$ cat src/hw/rtl/lpb_pkg.sv
// Shared types, codes and interval tables of the LED pattern and breathing driver.
// Has no dependencies; imported by every module of the block.
`default_nettype none

package lpb_pkg;

  // Mode codes carried by each input transaction.
  localparam logic [2:0] ModeOff    = 3'd0;
  localparam logic [2:0] ModeOn     = 3'd1;
  localparam logic [2:0] ModeSos    = 3'd2;
  localparam logic [2:0] ModeHeart  = 3'd3;
  localparam logic [2:0] ModeBreath = 3'd4;

  // Value of register address bit 2 that selects the led_active_low register.
  localparam logic RegActiveLow = 1'b0;

  localparam int unsigned SlotCount = 32;
  localparam logic [5:0]  SosSteps       = 6'd18;
  localparam logic [5:0]  HeartbeatSteps = 6'd4;

  localparam logic [9:0]  DutyTop   = 10'd990;
  localparam logic [9:0]  DutyStep  = 10'd10;
  localparam logic [31:0] FadePeriodMs = 32'd5;

  localparam logic [9:0] SosTable [SlotCount] = '{
    10'd150, 10'd150, 10'd150, 10'd150, 10'd150, 10'd500,
    10'd500, 10'd150, 10'd500, 10'd150, 10'd500, 10'd500,
    10'd150, 10'd150, 10'd150, 10'd150, 10'd150, 10'd800,
    10'd150, 10'd150, 10'd150, 10'd150, 10'd150, 10'd500,
    10'd500, 10'd150, 10'd500, 10'd150, 10'd500, 10'd500,
    10'd150, 10'd150
  };

  localparam logic [9:0] HeartTable [SlotCount] = '{
    10'd100, 10'd200, 10'd100, 10'd800, 10'd100, 10'd200, 10'd100, 10'd800,
    10'd100, 10'd200, 10'd100, 10'd800, 10'd100, 10'd200, 10'd100, 10'd800,
    10'd100, 10'd200, 10'd100, 10'd800, 10'd100, 10'd200, 10'd100, 10'd800,
    10'd100, 10'd200, 10'd100, 10'd800, 10'd100, 10'd200, 10'd100, 10'd800
  };

  // One control loop pass as it moves from the input stage to the engines.
  typedef struct packed {
    logic [2:0]  mode;
    logic [31:0] now_ms;
  } lpb_item_t;

  function automatic logic [9:0] lpb_interval(input logic heart, input logic [4:0] idx);
    logic [9:0] val;
    if (heart) begin
      val = HeartTable[idx];
    end else begin
      val = SosTable[idx];
    end
    return val;
  endfunction

endpackage

`default_nettype wire

$ cat src/hw/rtl/lpb_pattern.sv
// Blink pattern engine: step index, interval mark, last pattern code and lit flag.
// Depends on lpb_pkg for mode codes, step counts and the interval tables.
`default_nettype none

module lpb_pattern (
  input  wire                logic clk_i,
  input  wire                logic rst_ni,
  input  wire                logic step_i,
  input  wire lpb_pkg::lpb_item_t item_i,
  output logic               lit_o
);
  import lpb_pkg::*;

  logic [4:0]  idx_q, idx_d;
  logic [2:0]  seen_q, seen_d;
  logic [31:0] mark_q, mark_d;
  logic        lit_q, lit_d;

  logic        heart;
  logic [5:0]  len;
  logic [4:0]  idx_eff;
  logic [5:0]  idx_inc;
  logic [9:0]  interval;
  logic [31:0] elapsed;
  logic        due;

  assign heart    = (item_i.mode == ModeHeart);
  assign len      = heart ? HeartbeatSteps : SosSteps;
  assign idx_eff  = ({1'b0, idx_q} >= len) ? 5'd0 : idx_q;
  assign idx_inc  = {1'b0, idx_eff} + 6'd1;
  assign interval = lpb_interval(heart, idx_eff);
  assign elapsed  = item_i.now_ms - mark_q;
  assign due      = (elapsed >= {22'd0, interval});

  always_comb begin
    idx_d  = idx_q;
    seen_d = seen_q;
    mark_d = mark_q;
    lit_d  = lit_q;
    case (item_i.mode)
      ModeOff: begin
        lit_d = 1'b0;
      end
      ModeOn: begin
        lit_d = 1'b1;
      end
      ModeSos, ModeHeart: begin
        if (item_i.mode != seen_q) begin
          // A new pattern starts dark and waits a full first interval.
          idx_d  = 5'd0;
          mark_d = item_i.now_ms;
          seen_d = item_i.mode;
          lit_d  = 1'b0;
        end else begin
          idx_d = idx_eff;
          if (due) begin
            mark_d = item_i.now_ms;
            lit_d  = ~idx_eff[0];
            idx_d  = (idx_inc >= len) ? 5'd0 : idx_inc[4:0];
          end
        end
      end
      ModeBreath: begin
        lit_d = lit_q;
      end
      default: begin
        // Reserved codes: code zero pattern, no table, LED dark on entry then kept.
        if (seen_q != ModeOff) begin
          idx_d  = 5'd0;
          mark_d = item_i.now_ms;
          seen_d = ModeOff;
          lit_d  = 1'b0;
        end
      end
    endcase
  end

  always_ff @(posedge clk_i or negedge rst_ni) begin
    if (!rst_ni) begin
      idx_q  <= 5'd0;
      seen_q <= ModeOff;
      mark_q <= 32'd0;
      lit_q  <= 1'b1;
    end else if (step_i) begin
      idx_q  <= idx_d;
      seen_q <= seen_d;
      mark_q <= mark_d;
      lit_q  <= lit_d;
    end
  end

  assign lit_o = lit_d;

endmodule

`default_nettype wire

$ cat src/hw/rtl/lpb_fade.sv
// Breathing ramp: duty value, ramp direction and the 5 ms step mark.
// Depends on lpb_pkg for the duty limits and the mode codes.
`default_nettype none

module lpb_fade (
  input  wire                logic clk_i,
  input  wire                logic rst_ni,
  input  wire                logic step_i,
  input  wire lpb_pkg::lpb_item_t item_i,
  output logic [9:0]         duty_o
);
  import lpb_pkg::*;

  logic [9:0]  duty_q, duty_d;
  logic        rising_q, rising_d;
  logic [31:0] mark_q, mark_d;
  logic [9:0]  duty_up;
  logic        due;

  assign duty_up = duty_q + DutyStep;
  assign due     = ((item_i.now_ms - mark_q) >= FadePeriodMs);

  always_comb begin
    duty_d   = duty_q;
    rising_d = rising_q;
    mark_d   = mark_q;
    if ((item_i.mode == ModeBreath) && due) begin
      mark_d = item_i.now_ms;
      if (rising_q) begin
        if (duty_up >= DutyTop) begin
          duty_d   = DutyTop;
          rising_d = 1'b0;
        end else begin
          duty_d = duty_up;
        end
      end else begin
        if (duty_q <= DutyStep) begin
          duty_d   = 10'd0;
          rising_d = 1'b1;
        end else begin
          duty_d = duty_q - DutyStep;
        end
      end
    end
  end

  always_ff @(posedge clk_i or negedge rst_ni) begin
    if (!rst_ni) begin
      duty_q   <= 10'd0;
      rising_q <= 1'b1;
      mark_q   <= 32'd0;
    end else if (step_i) begin
      duty_q   <= duty_d;
      rising_q <= rising_d;
      mark_q   <= mark_d;
    end
  end

  assign duty_o = duty_d;

endmodule

`default_nettype wire

$ cat src/hw/rtl/led_pattern_and_breathing_driver.sv
// Top level of the LED pattern and breathing driver: stream stages and APB register.
// Depends on lpb_pkg, lpb_pattern and lpb_fade.
//
// Channel   Direction  Payload (low bit first)                          Handshake
// s_axis    in         now_ms[31:0], mode[34:32], zero pad to 40 bits   tvalid/tready
// m_axis    out        led_lit, led_pin_level, pwm_enable,               tvalid/tready
//                      pwm_compare[12:3], zero pad to 16 bits
// apb       in         led_active_low at byte address 0                  psel/penable
//
// Every transaction waits in the input register; then the pattern and fade engines
// update their state and the result register loads in the same edge. One transaction
// is accepted per cycle while the output is not stalled.
// Reset clears both stages, sets led_active_low and starts with the LED logically lit.
// When the output is stalled the input register still takes one more transaction, and
// after that s_axis_tready follows m_axis_tready combinationally.
`default_nettype none

module led_pattern_and_breathing_driver (
  input  wire  logic        clk_i,
  input  wire  logic        rst_ni,
  // Input stream.
  input  wire  logic        s_axis_tvalid,
  output logic              s_axis_tready,
  input  wire  logic [39:0] s_axis_tdata,   // now_ms[31:0], mode[34:32], zero pad
  // Result stream.
  output logic              m_axis_tvalid,
  input  wire  logic        m_axis_tready,
  output logic [15:0]       m_axis_tdata,   // led_lit, led_pin_level, pwm_enable,
                                            // pwm_compare[12:3], zero pad
  // Register port.
  input  wire  logic        psel,
  input  wire  logic        penable,
  input  wire  logic        pwrite,
  input  wire  logic [2:0]  paddr,
  input  wire  logic [31:0] pwdata,
  output logic [31:0]       prdata,
  output logic              pready
);
  import lpb_pkg::*;

  // Input stage.
  logic      in_valid_q, in_valid_d;
  lpb_item_t in_item_q;

  // Result stage.
  logic        out_valid_q, out_valid_d;
  logic [15:0] out_data_q;

  logic       active_low_q;
  logic       s_hs;
  logic       advance;
  logic       lit_next;
  logic [9:0] duty_next;
  logic       pin_level;
  logic       pwm_en;

  // The input item moves into the result stage whenever that stage is empty or drained.
  assign advance       = in_valid_q && (!out_valid_q || m_axis_tready);
  assign s_axis_tready = !in_valid_q || advance;
  assign s_hs          = s_axis_tvalid && s_axis_tready;

  always_comb begin
    in_valid_d = in_valid_q;
    if (s_hs) begin
      in_valid_d = 1'b1;
    end else if (advance) begin
      in_valid_d = 1'b0;
    end
  end

  always_comb begin
    out_valid_d = out_valid_q;
    if (advance) begin
      out_valid_d = 1'b1;
    end else if (m_axis_tready) begin
      out_valid_d = 1'b0;
    end
  end

  always_ff @(posedge clk_i or negedge rst_ni) begin
    if (!rst_ni) begin
      in_valid_q  <= 1'b0;
      out_valid_q <= 1'b0;
    end else begin
      in_valid_q  <= in_valid_d;
      out_valid_q <= out_valid_d;
    end
  end

  always_ff @(posedge clk_i) begin
    if (s_hs) begin
      in_item_q.now_ms <= s_axis_tdata[31:0];
      in_item_q.mode   <= s_axis_tdata[34:32];
    end
  end

  // The engines commit their state exactly when the item enters the result stage.
  lpb_pattern u_pattern (
    .clk_i  (clk_i),
    .rst_ni (rst_ni),
    .step_i (advance),
    .item_i (in_item_q),
    .lit_o  (lit_next)
  );

  lpb_fade u_fade (
    .clk_i  (clk_i),
    .rst_ni (rst_ni),
    .step_i (advance),
    .item_i (in_item_q),
    .duty_o (duty_next)
  );

  assign pin_level = lit_next ^ active_low_q;
  assign pwm_en    = (in_item_q.mode == ModeBreath);

  always_ff @(posedge clk_i) begin
    if (advance) begin
      out_data_q <= {3'd0, duty_next, pwm_en, pin_level, lit_next};
    end
  end

  assign m_axis_tvalid = out_valid_q;
  assign m_axis_tdata  = out_data_q;

  // Configuration register; user writes only with no transaction in flight; unchecked.
  always_ff @(posedge clk_i or negedge rst_ni) begin
    if (!rst_ni) begin
      active_low_q <= 1'b1;
    end else if (psel && penable && pwrite && (paddr[2] == RegActiveLow)) begin
      active_low_q <= pwdata[0];
    end
  end

  assign pready = 1'b1;
  assign prdata = (paddr[2] == RegActiveLow) ? {31'd0, active_low_q} : 32'd0;

endmodule

`default_nettype wire

$ cat config.mk
export PLATFORM = sky130hd
export DESIGN_NAME = led_pattern_and_breathing_driver
export DESIGN_NICKNAME = d
export VERILOG_FILES = /design/src/hw/rtl/lpb_pkg.sv /design/src/hw/rtl/lpb_pattern.sv /design/src/hw/rtl/lpb_fade.sv /design/src/hw/rtl/led_pattern_and_breathing_driver.sv
export SDC_FILE = /design/constraint.sdc
export NUM_CORES = 1
export LEC_CHECK = 0
export BUFFER_PORTS_ARGS = -buffer_cell sky130_fd_sc_hd__clkbuf_2
export CAP_MARGIN = 10
export CORE_UTILIZATION = 57
export DETAILED_ROUTE_END_ITERATION = 8
export PLACE_DENSITY = 0.83
export SETUP_SLACK_MARGIN = 0.1
export SLEW_MARGIN = 20
export SYNTH_ARGS = -nofsm -noshare
export SYNTH_HDL_FRONTEND = slang
export SYNTH_SLANG_ARGS = --single-unit
$ cat constraint.sdc
create_clock -name clk_i -period 8.1 [get_ports clk_i]
set_input_delay 0.81 -clock clk_i [delete_from_list [all_inputs] [get_ports clk_i]]
set_output_delay 0.81 -clock clk_i [all_outputs]
set_load 0.02 [all_outputs]
# Word-level counts from Yosys, hierarchy flattened
# Memories as Yosys holds them, arrays and structs flattened.
# Index checks and enable logic that the tools add are counted.
[totals] ff_bits=135 rom_bits=640 wordCells=95 n_memories=2
[op_classes] n_addsub=5 n_lt_le_gt_ge=7 eq_ne=7 n_mux=35 n_bitwise=5 n_reduce_logical=21
[mem_list] name="(name not given)" depth=32 width=10 read_ports=1 rd_ports_with_merged_regs=0 write_ports=0 line="lpb_pkg.sv:50" text="val = HeartTable[idx];"
[mem_list] name="(name not given)" depth=32 width=10 read_ports=1 rd_ports_with_merged_regs=0 write_ports=0 line="lpb_pkg.sv:52" text="val = SosTable[idx];"
[op_table] op="2-to-1 mux 32 bit" n=3
[op_table] op="2-to-1 mux 10 bit" n=9
[op_table] op="one-hot mux 32 bit (2 select lines)" n=1
[op_table] op="subtractor 32 bit" n=2
[op_table] op="greater-or-equal comparator 32 x 10 -> 1 bit" n=1
[op_table] op="greater-or-equal comparator 32 x 3 -> 1 bit, second input constant" n=1
[op_table] op="2-to-1 mux 5 bit" n=6
[op_table] op="2-to-1 mux 1 bit" n=11
[op_table] op="adder 10 x 4 -> 10 bit, second input constant" n=1
[op_table] op="greater-or-equal comparator 10 bit, second input constant" n=1
[op_table] op="less-or-equal comparator 10 x 4 -> 1 bit, second input constant" n=1
[op_table] op="one-hot mux 5 bit (2 select lines)" n=1
[op_table] op="subtractor 10 x 4 -> 10 bit, second input constant" n=1
[op_table] op="AND reduction 4 bit" n=2
[op_table] op="adder 5 x 1 -> 6 bit, second input constant" n=1
[op_table] op="== test 3 x 2 -> 1 bit, second input constant" n=2
[op_table] op="greater-or-equal comparator 5 x 6 -> 1 bit" n=1
[op_table] op="greater-or-equal comparator 6 bit" n=1
[op_table] op="greater-or-equal comparator 6 bit, second input constant" n=1
[op_table] op="logical AND 1 bit" n=6
[op_table] op="2-to-1 mux 3 bit" n=2
[op_table] op="inverter 5 -> 6 bit" n=1
[op_table] op="one-hot mux 3 bit (2 select lines)" n=1
[op_table] op="nonzero test 2 bit" n=3
[op_table] op="16 further kinds" n=20

# Longest topological paths before layout
[depth] ltp_word=14 depth_mapped=28 mapped_depth_nobuf=26

# Cells and area by module
# Synthesis repeated with hierarchy kept, for this count alone.
[hier_totals] hier_cells=1229 area_unflattened_um2=11553.6
[by_module_without_submodules] module="lpb_pattern" instances=1 cells_each=575 area_per_inst_um2=4992.3 seq_area_each_um2=1027.2
[by_module_without_submodules] module="lpb_fade" instances=1 cells_each=555 area_per_inst_um2=4689.5 seq_area_each_um2=1077.3
[by_module_without_submodules] module="led_pattern_and_breathing_driver" instances=1 cells_each=99 area_per_inst_um2=1871.8 seq_area_each_um2=1517.7

# Least setup slack after synthesis
# OpenSTA, ideal clock, no wires.
[synth_path] path_kind="flip-flop to flip-flop" startpoint="reg in_item_q[34] (netlist name)" endpoint="reg out_data_q[1] (netlist: m_axis_tdata[1]) (data pin)" setup_ns=0.261 t_arrival_ns=5.003 required_ns=7.839 path_slack_ns=2.836 path_stages_with_launch=28 n_path_buf=1 cell_sequence="edfxtp_1 -> nor2b_1 -> nand2_1 -> ha_1 -> inv_1 -> o21ai_0 -> a211o_1 -> a21oi_1 -> clkbuf_1 -> nand2_1 -> inv_1 -> ha_1 -> inv_1 -> a21oi_1 -> a21oi_1 -> nand2_1 -> nand2_1 -> o21ai_0 -> ha_1 -> a21o_1 -> a211oi_1 -> a21oi_1 -> a2111oi_4 -> nand4_2 -> nor4_4 -> mux2_2 -> a21oi_1 -> xnor2_1"
[synth_between] elab_chain_cells=14
[synth_rtl] item="start, declared" line="led_pattern_and_breathing_driver.sv:43" text="lpb_item_t in_item_q;"
[synth_rtl] item="== test 3 x 2 -> 1 bit" line="lpb_pattern.sv:27, lpb_pattern.sv:40"
[synth_rtl] item="2-to-1 mux 5 bit" line="lpb_pattern.sv:28" text="assign len = heart ? HeartbeatSteps : SosSteps;"
[synth_rtl] item="greater-or-equal comparator 5 x 6 -> 1 bit" line="lpb_pattern.sv:29" text="assign idx_eff = ({1'b0, idx_q} >= len) ? 5'd0 : idx_q;"
[synth_rtl] item="2-to-1 mux 5 bit" line="lpb_pattern.sv:29"
[synth_rtl] item="inverter 5 -> 6 bit (implied by the code)" line="lpb_pkg.sv:50, lpb_pkg.sv:52"
[synth_rtl] item="memory (32 x 10 bit) (on tied branches)"
[synth_rtl] item="2-to-1 mux 10 bit (on tied branches) (2 in series)" line="lpb_pkg.sv:52, lpb_pkg.sv:50"
[synth_rtl] item="2-to-1 mux 10 bit" line="lpb_pkg.sv:49" text="if (heart) begin"
[synth_rtl] item="greater-or-equal comparator 32 x 10 -> 1 bit" line="lpb_pattern.sv:33" text="assign due = (elapsed >= {22'd0, interval});"
[synth_rtl] item="2-to-1 mux 1 bit" line="lpb_pattern.sv:56" text="if (due) begin"
[synth_rtl] item="2-to-1 mux 1 bit" line="lpb_pattern.sv:48" text="if (item_i.mode != seen_q) begin"
[synth_rtl] item="one-hot mux 1 bit (4 select lines) *" line="lpb_pattern.sv:40" text="case (item_i.mode)"
[synth_rtl] item="bitwise XOR 1 bit *" line="led_pattern_and_breathing_driver.sv:114" text="assign pin_level = lit_next ^ active_low_q;"
[synth_rtl] item="via pin_level" line="led_pattern_and_breathing_driver.sv:54" text="logic pin_level;"
[synth_rtl] item="end signal, assigned" line="led_pattern_and_breathing_driver.sv:119" text="out_data_q <= {3'd0, duty_next, pwm_en, pin_level, lit_next};"
[synth_rtl] item="end, declared" line="led_pattern_and_breathing_driver.sv:47" text="logic [15:0] out_data_q;"
# The timed path passes the listed nets; every way through them passes the cells marked *. The select of a mux whose other input is x is not followed.
# A chain may end at the register's enable or synchronous reset.

# Worst setup path after layout
[layout_path] startpoint="reg in_item_q[34] (netlist name)" endpoint="reg u_pattern.mark_q[18]"
[layout_between] elab_chain_cells=12
[layout_rtl] item="== test 3 x 2 -> 1 bit" line="lpb_pattern.sv:27, lpb_pattern.sv:40"
[layout_rtl] item="2-to-1 mux 5 bit" line="lpb_pattern.sv:28"
[layout_rtl] item="greater-or-equal comparator 5 x 6 -> 1 bit" line="lpb_pattern.sv:29"
[layout_rtl] item="2-to-1 mux 5 bit" line="lpb_pattern.sv:29"
[layout_rtl] item="inverter 5 -> 6 bit (implied by the code)" line="lpb_pkg.sv:50, lpb_pkg.sv:52"
[layout_rtl] item="memory (32 x 10 bit) (on tied branches)"
[layout_rtl] item="2-to-1 mux 10 bit (on tied branches) (2 in series)" line="lpb_pkg.sv:52, lpb_pkg.sv:50"
[layout_rtl] item="2-to-1 mux 10 bit" line="lpb_pkg.sv:49"
[layout_rtl] item="greater-or-equal comparator 32 x 10 -> 1 bit" line="lpb_pattern.sv:33"
[layout_rtl] item="inequality test 3 x 1 -> 1 bit (no source line)"
[layout_rtl] item="AND reduction 4 bit (no source line)"
[layout_rtl] item="end signal, assigned" line="lpb_pattern.sv:87" text="mark_q <= mark_d;"
[layout_rtl] item="end, declared" line="lpb_pattern.sv:16" text="logic [31:0] mark_q, mark_d;"
# Parallel ways exist; a longest one is shown, timed or not. The select of a mux whose other input is x is not followed.

==> metrics <==
Initial Util between 50% and 60%; share of cells above drive strength 1 17.2%; synthesized-area fraction occupied by adder cells 9.92%; Worst setup SP type flip-flop; Final Setup Violations 0; register area share after synthesis approximately 33%; Post-Syn Area 10900 µm²; Synth area leader dfrtp_1; DRT Wirelength 24.6 mm; clk_skew between 8 and 9 ps; CP endpoint kind flip-flop; CP max-delay cell nor2_4; Die H ~140 µm; Leak around 5.3 nW; synthesized instance count around 1200; Max-cap violations 0; CTS Hold Bufs 0; Crit path required time 8420 ps; layout net count approximately 1400; RSZ-0062 raised after global routing no; Power Total about 3.6 mW; Post-synth EDFFs 48; mux cell area share after synthesis between 10% and 20%; combinational family with the most area after synthesis compound AO/OA/AOI/OAI gates; Synth Area in Compound Gates around a fifth; antenna-violating nets left 0; H-tree depth 4; top-area cell type share of the netlist area 19.3%; total die area roughly 20000 µm²; Area growth, synth to finish 7.51%; vias in the first global route approximately 8300; VDD IR-drop max between 0.15 and 0.2 mV; vias after detailed routing 8904; Ports about 130; Worst Path Buf+Inv 4; gpl congestion 0.897; detailed placer's ending HPWL 18.3 mm; Row Count 50; 1st-pass router iterations 7; TNS Setup 0 ps; final critical-path required period about 6000 ps; max incr delay on CP a little over 500 ps; total track usage a little over a quarter; crit path max fanout 18; endpoints failing hold 0; Port Buffers 59; vias per cell 6.20; main flop type after synthesis dfrtp_1; DRT iter0 DRCs 609; crit path kind flip-flop to flip-flop; initial antenna violation count 0; Netlist cell types 94; Relative slew margins a little under a third; XOR/XNOR share of the synthesized area 2.74%; post-synthesis simple-gate area fraction 14.2%; Root Driver clkbuf_16; crit path DAT ~6300 ps; status complete, no violations; Seq cells post-synth around 140; clock slew at reported path FFs about 60 ps; Die Width between 100 and 150 µm; cts bufs inserted 17; core box area ~19000 µm²; DRC errors left 0; Reg area around 3600 µm²; Slew Limit Fails 0; Final Non-Filler Cells between 1000 and 1500; global-route wire length before repair 41.1 mm; Clock Sink Count about 140; # resized after CTS 0; Area contributors post-synth dfrtp_1, edfxtp_1, ha_1; grt total ovfl 0; pin count of the biggest net entering global routing 70; Fill cells ~1500; PwrDens roughly 310 nW/µm²; Worst path top cell family by delay simple AND/OR/NAND/NOR gates; Post-synth ARST share between 60% and 70%; ant diodes 0; Slew @ Worst Pin 1040 ps; CTS tree yes; Mean Syn Cell Area approximately 9.4 µm²; crit share post-route 74.4%; worst skew pair latency ~440 ps; setup bufs post-CTS 0; DR WL/cell approximately 17 µm; Max Root-Sink Buffers 2; Inst Count DP between 1000 and 1500; Hold Path Class input pin to asynchronous set/reset pin; yosys synthesis warning count 0; area of the multi-input gates approximately 6500 µm²; FMAX ~170 MHz
where the power goes:
| group | internal [mW] | switching (mW) |
|---|---|---|
| clock | 0.431 | 0.330 |
| combinational | 0.811 | 1.07 |
| sequential | 0.872 | 0.133 |
| total | 2.11 | 1.54 |
final cells by class:
| type | instances | area share, % |
|---|---|---|
| clock buffers | 18 | 3.67 |
| repair buffers | 64 | 2.87 |
| inverters | 105 | 3.37 |
| well taps | 234 | 2.50 |
| multi-input cells | 865 | 55.4 |
| clock inverters | 14 | 1.20 |
| flip-flops and latches | 135 | 31.0 |
routing by layer:
layer,GRT usage (%),wire length [µm],up-vias
li1,-,-,4278
met1,35.5,11200,4281
met2,42.5,11500,283
met3,3.79,1150,62
met4,11.0,758,0
met5,0,0,-
cells in the mapped netlist (13+ instances only):
| cell | number |
|---|---|
| inv_1 | 104 |
| dfrtp_1 | 84 |
| ha_1 | 83 |
| a21oi_1 | 81 |
| nand2_1 | 74 |
| nor2_1 | 56 |
| o21ai_0 | 50 |
| edfxtp_1 | 48 |
| mux2_2 | 46 |
| buf_4 | 36 |
| clkbuf_1 | 31 |
| mux2_4 | 29 |
| nand3_1 | 26 |
| a21o_1 | 24 |
| xnor2_1 | 19 |
| nand4_1 | 17 |
| a31oi_1 | 16 |
| mux2i_1 | 15 |
| xor2_1 | 15 |
| a211oi_1 | 14 |
| and3_1 | 13 |
| nand2b_1 | 13 |
| o21a_1 | 13 |
logic make-up (layout without fill, tap and decap cells):
family,after synthesis,in the layout
compound gates,325,325
simple gates,292,292
buf+inv,186,201
flops,135,135
mux,94,94
fa+ha+maj,85,85
xor+xnor,34,34
other cells,2,35
cell usage in the layout (no fill, tap or decap), drive strengths merged, types with 35 or more instances in the layout:
| cell type | synthesis | final |
|---|---|---|
| dfrtp | 84 | 84 |
| o21ai | 52 | 52 |
| clkbuf | 31 | 76 |
| mux2 | 79 | 79 |
| a21oi | 81 | 81 |
| nor2 | 58 | 58 |
| inv | 104 | 111 |
| edfxtp | 48 | 48 |
| conb | 2 | 35 |
| nand2 | 76 | 76 |
| ha | 83 | 83 |
registers in the layout (all words and copies together), names as in the netlist, 3 cells and up:
name,flops
u_fade.mark_q,32
u_pattern.seen_q,3
m_axis_tdata,13
in_item_q,35
u_pattern.mark_q,32
u_fade.duty_q,10
u_pattern.idx_q,5
through the flow:
stage               utilization [%]  cell area (µm²)  worst slack (ps)  hold WS (ps)
floorplan                         -            11000              2840           464
global placement               59.5            11100              2200           475
detailed placement             59.5            11100              2130           486
CTS                            62.5            11700              2090           262
global route                   62.5            11700              1650           277
finish                         62.5            11700              2080           241
worst paths after layout:
kind	endpoint	slack, ps	cells after the start	startpoint
setup / recovery	u_pattern.mark_q[18]	2080	27	in_item_q[34]
hold / removal	u_pattern.idx_q[1]	240	1	rst_ni
setup reg to reg	u_pattern.mark_q[18]	2080	27	in_item_q[34]
hold reg to reg	u_fade.mark_q[2]	500	1	u_fade.mark_q[2]
max in group asynchronous	u_fade.mark_q[13]	6660	2	rst_ni
min in group clk_i	u_fade.mark_q[2]	500	1	u_fade.mark_q[2]
Power figures use the tool's default switching activity.
